==> src/rtl/core/msq_pkg.sv <==
// Shared types and constants for the maximal square search unit.
// Holds field widths, register map and the per-cell control struct.
// No dependencies.
package msq_pkg;

  localparam int SIDE_W       = 11;
  localparam int AREA_W       = 21;
  localparam int MAX_COLS_DEF = 1024;
  localparam int PADDR_W      = 2;
  localparam int PDATA_W      = 32;

  typedef logic [SIDE_W-1:0] side_t;
  typedef logic [AREA_W-1:0] area_t;

  localparam side_t ROW_LEN_RST = side_t'(1024);
  localparam area_t AREA_MAX    = '1;

  // Register map (byte addresses)
  localparam logic [PADDR_W-1:0] REG_ROW_LENGTH = 2'd0;

  // Control that travels with a cell from the read stage to the update stage
  typedef struct packed {
    logic is_set;     // cell value, 1 means set
    logic first_row;  // line store holds no row yet
    logic fwd;        // up size comes from the previous cell's write
  } msq_ctl_t;

endpackage

==> src/rtl/core/msq_update.sv <==
// Square-size recurrence for one cell: picks the up size, takes the
// three-way minimum and adds one with saturation; a clear cell gives zero. Depends on msq_pkg.
module msq_update (
  input  msq_pkg::msq_ctl_t ctl_i,
  input  msq_pkg::side_t    up_ram_i,
  input  msq_pkg::side_t    fwd_data_i,
  input  msq_pkg::side_t    left_i,
  input  msq_pkg::side_t    diag_i,
  input  msq_pkg::side_t    side_cap_i,
  output msq_pkg::side_t    up_o,
  output msq_pkg::side_t    size_o
);
  import msq_pkg::*;

  side_t             up;
  side_t             min_ul;
  side_t             min_all;
  logic [SIDE_W:0]   sum;

  // Select up size: zero on the first row, bypass on a same-entry overlap
  always_comb begin
    if (ctl_i.first_row) begin
      up = '0;
    end else if (ctl_i.fwd) begin
      up = fwd_data_i;
    end else begin
      up = up_ram_i;
    end
  end

  // Take minimum of up, left and diagonal, then add one and saturate
  always_comb begin
    min_ul  = (left_i < up) ? left_i : up;
    min_all = (diag_i < min_ul) ? diag_i : min_ul;
    sum     = {1'b0, min_all} + {{SIDE_W{1'b0}}, 1'b1};
    if (!ctl_i.is_set) begin
      size_o = '0;
    end else if (sum > {1'b0, side_cap_i}) begin
      size_o = side_cap_i;
    end else begin
      size_o = sum[SIDE_W-1:0];
    end
  end

  assign up_o = up;

endmodule

==> config.mk <==
export PLATFORM = sky130hd
export DESIGN_NAME = msq_update
export DESIGN_NICKNAME = d
export VERILOG_FILES = /design/src/rtl/core/msq_pkg.sv /design/src/rtl/core/msq_update.sv
export SDC_FILE = /design/constraint.sdc
export NUM_CORES = 1
export LEC_CHECK = 0
export BUFFER_PORTS_ARGS = -buffer_cell sky130_fd_sc_hd__buf_2
export CORE_ASPECT_RATIO = 0.6
export CORE_MARGIN = 2
export CORE_UTILIZATION = 40
export DETAILED_ROUTE_END_ITERATION = 6
export PLACE_DENSITY = 0.78
export RECOVER_POWER = 25
export REMOVE_ABC_BUFFERS = 1
export SETUP_SLACK_MARGIN = 0.05
export SLEW_MARGIN = 20
export SYNTH_ARGS = -nofsm -noshare
export SYNTH_HDL_FRONTEND = slang
export SYNTH_SLANG_ARGS = --single-unit
export TNS_END_PERCENT = 10
==> constraint.sdc <==
create_clock -name vclk -period 9.3
set_input_delay 0.93 -clock vclk [all_inputs]
set_output_delay 0.93 -clock vclk [all_outputs]
set_load 0.02 [all_outputs]
==> reports/metrics.yaml, run 1 <==
grt_pass1_vias: 2114
cp.required_ns: 8.37
slowest_delay_ns: 0.38
slew_violations: 0
cp_slowest_cell: "a2111oi_2"
drt-pass1-iter-count: 5
p_per_area_nw_per_um2: 97.6
vias_per_cell: 5.45
fin_crit_ns: 8.75
hold_depth: 4
fp-row-count: 19
worst_pin_slew_ns: 0.767
ys_seq_area_share_pct: 0
critical_path_class: "in2out"
min-delay-start: "side_cap_i[5]"
gr-usage-all-layers_pct: 22.1
swShare_pct: 56.9
grt_pass1_wl_microns: 9880
max_clock_freq_mhz: 114
maxCapViolCount: 0
instances_no_fill: 419
hp-class: "in2out"
drt_iter0_markers: 100
num-clock-buffers: 0
ir_worst_vdd_mv: 0.0493
syn-instance-count: 269
routedWlPerCell_microns: 14.7
hold_viol: 0
io_pins: 80
grt_max_degree: 19
p_leak_nw: 1.33
crit_path_end_kind: "output port"
coreArea_sq_um: 4680
antenna_cells: 0
worst_setup_path_start_kind: "input port"
drt_wl_total_microns: 6140
die_y_microns: 58.6
io_buffers: 80
maxSlewHeadroom_pct: 48.6
drive_gt1_share_pct: 31.7
comb_power_share_pct: 100.0
synth_cell_type_count: 49
syn2layout_area_growth_pct: 29.2
final.setup.tns_ns: 0
fin_crit_sh_pct: 94.1
clkPwrFrac_pct: 0
ant_nets: 0
start_util_pct: 42.5
seq_power_share_pct: 0
gp_congestion: 0.903
globalRouteOverflowTotal: 0
netlist_area_sq_um: 1990
seq_cell_count: 0
design.die.area_sq_um: 5570
fin_nets: 448
holdPathEnd: "size_o[5]"
yosysWarningCount: 0
hpwl_microns: 5500
switchingPower_w: 0.000143
chipWidth_microns: 95.0
antenna_found_initial: 0
finalSetupViolCount: 0
intPower_w: 0.000108
synth.avg_cell_area_sq_um: 7.39
seqCellArea_sq_um: 0
crit_fanout: 15
rsz0062_at_grt: "false"
status: "completed"
place_inst: 418
final_util_pct: 54.8
drc_errors: 0
cp.arrival_ns: 7.82
via_count: 2285
[cells in the final DEF, fill, tap and decap left out, types with 4 or more instances in the layout]
| cell | n |
|---|---|
| a211oi_1 | 5 |
| a21o_1 | 8 |
| a21oi_1 | 10 |
| buf_2 | 76 |
| buf_4 | 14 |
| clkbuf_1 | 4 |
| ha_1 | 32 |
| inv_1 | 25 |
| mux2i_1 | 33 |
| nand2_1 | 22 |
| nand3_1 | 11 |
| nand4_1 | 11 |
| nor2_1 | 22 |
| nor2_2 | 4 |
| o21a_1 | 5 |
| o21ai_0 | 6 |
| o21ai_1 | 4 |
| xnor2_1 | 8 |
| xor2_1 | 12 |
[worst max-delay path by stage]
stage                      to  cells past startpoint      from  slack (ns)
detailed placement  size_o[0]                     34  ctl_i[0]       -0.06
finish              size_o[0]                     35  ctl_i[0]        0.55
CTS                 size_o[0]                     34  ctl_i[0]        0.16
global route        size_o[0]                     35  ctl_i[0]        0.07
global placement    size_o[0]                     36  ctl_i[0]        0.21
floorplan           size_o[0]                     33  ctl_i[0]       -0.16
[power groups by stage]
stage	Combinational [W]	Clock, W	Sequential (W)
2_1_floorplan	0.000157	0	0
3_3_place_gp	0.000232	0	0
3_5_place_dp	0.000238	0	0
4_1_cts	0.000239	0	0
5_1_grt	0.000274	0	0
6_report	0.000251	0	0
[synth_stat cells (2+ instances only)]
| cell type | count | area share, % |
|---|---|---|
| mux2i_1 | 35 | 18 |
| ha_1 | 32 | 20 |
| inv_1 | 25 | 4.7 |
| nor2_1 | 25 | 4.7 |
| nand2_1 | 23 | 4.3 |
| xor2_1 | 12 | 5.3 |
| a21oi_1 | 11 | 2.8 |
| nand3_1 | 11 | 2.8 |
| nand4_1 | 11 | 3.5 |
| a21o_1 | 8 | 3.0 |
| o21ai_0 | 8 | 2.0 |
| xnor2_1 | 8 | 3.5 |
| a211oi_1 | 6 | 2.3 |
| o21a_1 | 5 | 1.9 |
| a211o_1 | 3 | 1.3 |
| buf_4 | 3 | 1.1 |
| clkbuf_1 | 3 | 0.57 |
| nor3_1 | 3 | 0.75 |
| o2bb2ai_1 | 3 | 1.3 |
| and3_1 | 2 | 0.63 |
| buf_6 | 2 | 1.1 |
| nand3b_1 | 2 | 0.75 |
| o21ai_1 | 2 | 0.50 |
[per-layer routing]
layer / vias to the layer above / share of wire, % / track usage, %
met2: 72 / 39 / 32.0
met5: - / 0 / 0
met4: 0 / 0 / 1.04
met3: 0 / 7.8 / 3.20
li1: 1171 / - / -
met1: 1042 / 53 / 35.6
[through the flow]
stage | setup slack (ns) | power, W | instance area (sq um) | hold slack (ns)
final | 0.552 | 0.000251 | 2570 | 2.21
after global routing | 0.0713 | 0.000274 | 2570 | 2.23
after CTS | 0.160 | 0.000239 | 2520 | 2.22
after detailed placement | -0.0560 | 0.000238 | 2520 | 2.22
after global placement | 0.211 | 0.000232 | 2520 | 2.22
after floorplan | -0.159 | 0.000157 | 1930 | 1.93
[worst max-delay path: cells and delay by family]
family | cells | cell delay (ns)
AOI/OAI and AO/OA | 15 | 3.16
adders and majority gates | 4 | 1.11
muxes | 3 | 0.64
buffers and inverters | 4 | 0.71
and+or+nand+nor | 8 | 1.16
xor gates and xnor gates | 1 | 0.09
[what timing repair did]
action                                  4_1_cts  5_1_grt
pin swaps                                     0        1
buffers inserted                              0        1
hold buffers                                  0        0
cloned                                        0        0
resized for setup                             2       13
endpoints found under the setup margin       11       11
[layout make-up]
type	count	area [sq um]
multi-input cells	235	1880
fillers	440	2110
repair buffers	95	508
well taps	63	78.8
inverters	26	97.6
[logic make-up (layout without fill, tap and decap cells)]
family / after synthesis / after routing / synth area share, %
simple gates: 87 / 87 / 21.1
compound gates: 59 / 59 / 22.7
fa+ha+maj: 32 / 32 / 20.1
xor+xnor: 20 / 20 / 8.81
buf+inv: 34 / 121 / 7.74
mux: 37 / 37 / 19.4
Note: power is estimated with default switching activity, not from simulation.
==> run 2: changes to the inputs <==
- ABC_AREA: unset -> 1
- PLACE_DENSITY: 0.78 -> 0.8
==> run 2 against run 1 <==
Fmax rose by 6.0%. Critical path depth rose by 5. First-iteration DRC count rose by 39%. Final cell count rose by 6.4%. Design area fell by 17%. Count of clock-buffer cells in the layout did not move. Sequential cell count did not move. Via count fell by 7.3%. Area after synthesis fell by 14%. Worst setup slack improved by 0.50 ns. Critical endpoint is now size_o[8].
==> reports/metrics.yaml, run 2 <==
status: "completed"  # unchanged
hold_ws_ns: 2.22  # was 2.21 ns
via_count: 2118  # was 2,285
grt_pass1_vias: 1927  # was 2,114
drive_gt1_share_pct: 26.9  # was 31.7%
drc_errors: 0  # unchanged
hold_viol: 0  # unchanged
fin_nets: 478  # was 448
slowest_delay_ns: 0.34  # was 0.38 ns
crit_fanout: 17  # was 15
maxCapViolCount: 0  # unchanged
synth_compound_area_share_pct: 14.7  # was 22.7%
io_pins: 80  # unchanged
syn-instance-count: 313  # was 269
synth_top_family_by_area: "simple AND/OR/NAND/NOR gates"  # was compound AO/OA/AOI/OAI gates
gp_congestion: 0.862  # was 0.903
rsz0062_at_grt: "false"  # unchanged
crit_path_end_kind: "output port"  # unchanged
final_common_cell: "buf_2"  # unchanged
antenna_found_initial: 0  # unchanged
drt_iter0_markers: 139  # was 100
hpwl_microns: 4340  # was 5500 microns
num-clock-buffers: 0  # unchanged
seq_cell_count: 0  # unchanged
p_per_area_nw_per_um2: 116  # was 97.6 nW/um^2
finalInstanceArea_sq_um: 2140  # was 2570 sq um
finalSetupViolCount: 0  # unchanged
critical_path_class: "in2out"  # unchanged
final_util_pct: 52.1  # was 54.8%
antenna_cells: 0  # unchanged
synth.avg_cell_area_sq_um: 5.47  # was 7.39 sq um
cts_hold_buffers: 0  # unchanged
cts-resized-gates: 0  # was 2
netlist_area_sq_um: 1710  # was 1990 sq um
io_buffers: 80  # unchanged
routedWlPerCell_microns: 11.0  # was 14.7 microns
chipWidth_microns: 88.5  # was 95.0 microns
globalRouteOverflowTotal: 0  # unchanged
netlist_top_cells_count: "nand2_1, inv_1, nor2_1, ha_1, nand3_1"  # was mux2i_1, ha_1, inv_1, nor2_1, nand2_1
instances_no_fill: 446  # was 419
use_met1_pct: 31.2  # was 35.6%
grtUsageMet3_pct: 2.26  # was 3.20%
ys_seq_area_share_pct: 0  # unchanged
min-delay-start: "side_cap_i[9]"  # was side_cap_i[5]
yosysMostFrequentCell: "nand2_1"  # was mux2i_1
ir_worst_vdd_mv: 0.0425  # was 0.0493 mV
synth_fa_ha_area_share_pct: 23.4  # was 20.1%
ys_top_cells_by_area: "ha_1, nand2_1, inv_1"  # was ha_1, mux2i_1, xor2_1
drt-pass1-iter-count: 5  # unchanged
grt_busiest_layer: "met2"  # was met1
worst_pin_slew_ns: 0.497  # was 0.767 ns
syn2layout_area_growth_pct: 24.9  # was 29.2%
slew_violations: 0  # unchanged
synth_simple_gate_area_share_pct: 43.9  # was 21.1%
holdPathEnd: "size_o[9]"  # was size_o[5]
die_y_microns: 54.7  # was 58.6 microns
cp.arrival_ns: 7.32  # was 7.82 ns
design.die.area_sq_um: 4840  # was 5570 sq um
fin_crit_ns: 8.25  # was 8.75 ns
place_inst: 446  # was 418
synth_mux_area_share_pct: 0  # was 19.4%
grt_pass1_wl_microns: 8260  # was 9880 microns
cts_setup_buffers: 0  # unchanged
vias_per_cell: 4.75  # was 5.45
grt_max_degree: 18  # was 19
max_clock_freq_mhz: 121  # was 114 MHz
cp.required_ns: 8.37  # about the same
hold_depth: 4  # unchanged
fp-row-count: 18  # was 19
yosysWarningCount: 0  # unchanged
crit_top_cell: "nand2_1"
drt_wl_total_microns: 4920  # was 6140 microns
fin_crit_sh_pct: 88.7  # was 94.1%
gr-usage-all-layers_pct: 21.2  # was 22.1%
seqCellArea_sq_um: 0  # unchanged
synthXorXnorAreaFrac_pct: 2.56  # was 8.81%
worst_setup_path_start_kind: "input port"  # unchanged
hp-class: "in2out"  # unchanged
maxSlewHeadroom_pct: 66.9  # was 48.6%
coreArea_sq_um: 4100  # was 4680 sq um
synth_cell_type_count: 28  # was 49
placed_area_sq_um: 2140  # was 2520 sq um
ant_nets: 0  # unchanged
synth_top_area_share_pct: 23.4  # was 20.1%
start_util_pct: 41.8  # was 42.5%
final.setup.tns_ns: 0  # unchanged
p_leak_nw: 1.29  # was 1.33 nW
layout_common_cells: "buf_2, nand2_1, inv_1"  # was buf_2, mux2i_1, ha_1
yosysTopAreaCell: "ha_1"  # unchanged
grt_use_met2_pct: 34.7  # was 32.0%
cp_slowest_cell: "inv_1"  # was a2111oi_2
-- run 2: power breakdown --
part           switching, W  total, W  internal (W)  leakage [nW]
Clock                     0         0             0             0
Combinational      0.000157  0.000247     0.0000899          1.29
Sequential                0         0             0             0
Total              0.000157  0.000247     0.0000899          1.29
-- run 2: cells by family after synthesis --
kind of cell               count (synthesis)
adders and majority gates                 32
AOI/OAI and AO/OA                         43
buffers and inverters                     66
and+or+nand+nor                          167
xor gates and xnor gates                   5
-- run 2: layer usage --
metal	share of wire [%]	routed length, microns	up-vias
met2	38	1850	77
met4	0.12	6	0
met1	54	2650	895
met5	0	0	-
met3	8.4	414	2
li1	-	-	1144
-- run 2: through the flow --
stage / setup WS, ns / power (W)
2_1_floorplan: 1.90 / 0.000180
3_3_place_gp: 1.54 / 0.000239
3_5_place_dp: 1.32 / 0.000244
4_1_cts: 1.28 / 0.000246
5_1_grt: 0.335 / 0.000285
6_report: 1.05 / 0.000247
-- run 2: worst max-delay path by stage --
stage | startpoint | endpoint | slack [ns] | cells past startpoint
finish | ctl_i[0] | size_o[8] | 1.05 | 40
global route | ctl_i[0] | size_o[0] | 0.34 | 41
floorplan | ctl_i[0] | size_o[8] | 1.90 | 38
detailed placement | ctl_i[0] | size_o[8] | 1.32 | 40
CTS | ctl_i[0] | size_o[8] | 1.28 | 40
global placement | ctl_i[0] | size_o[8] | 1.54 | 40
-- run 2: layout make-up --
type | instances | area [sq um]
fillers | 457 | 1960
well taps | 60 | 75.1
multi-input cells | 247 | 1450
repair buffers | 80 | 394
inverters | 59 | 221
-- run 2: critical path: cells and delay by family --
family,cells,cell delay [ns]
compound gates,10,1.43
fa+ha+maj,4,1.09
buf+inv,9,1.42
simple gates,17,2.42
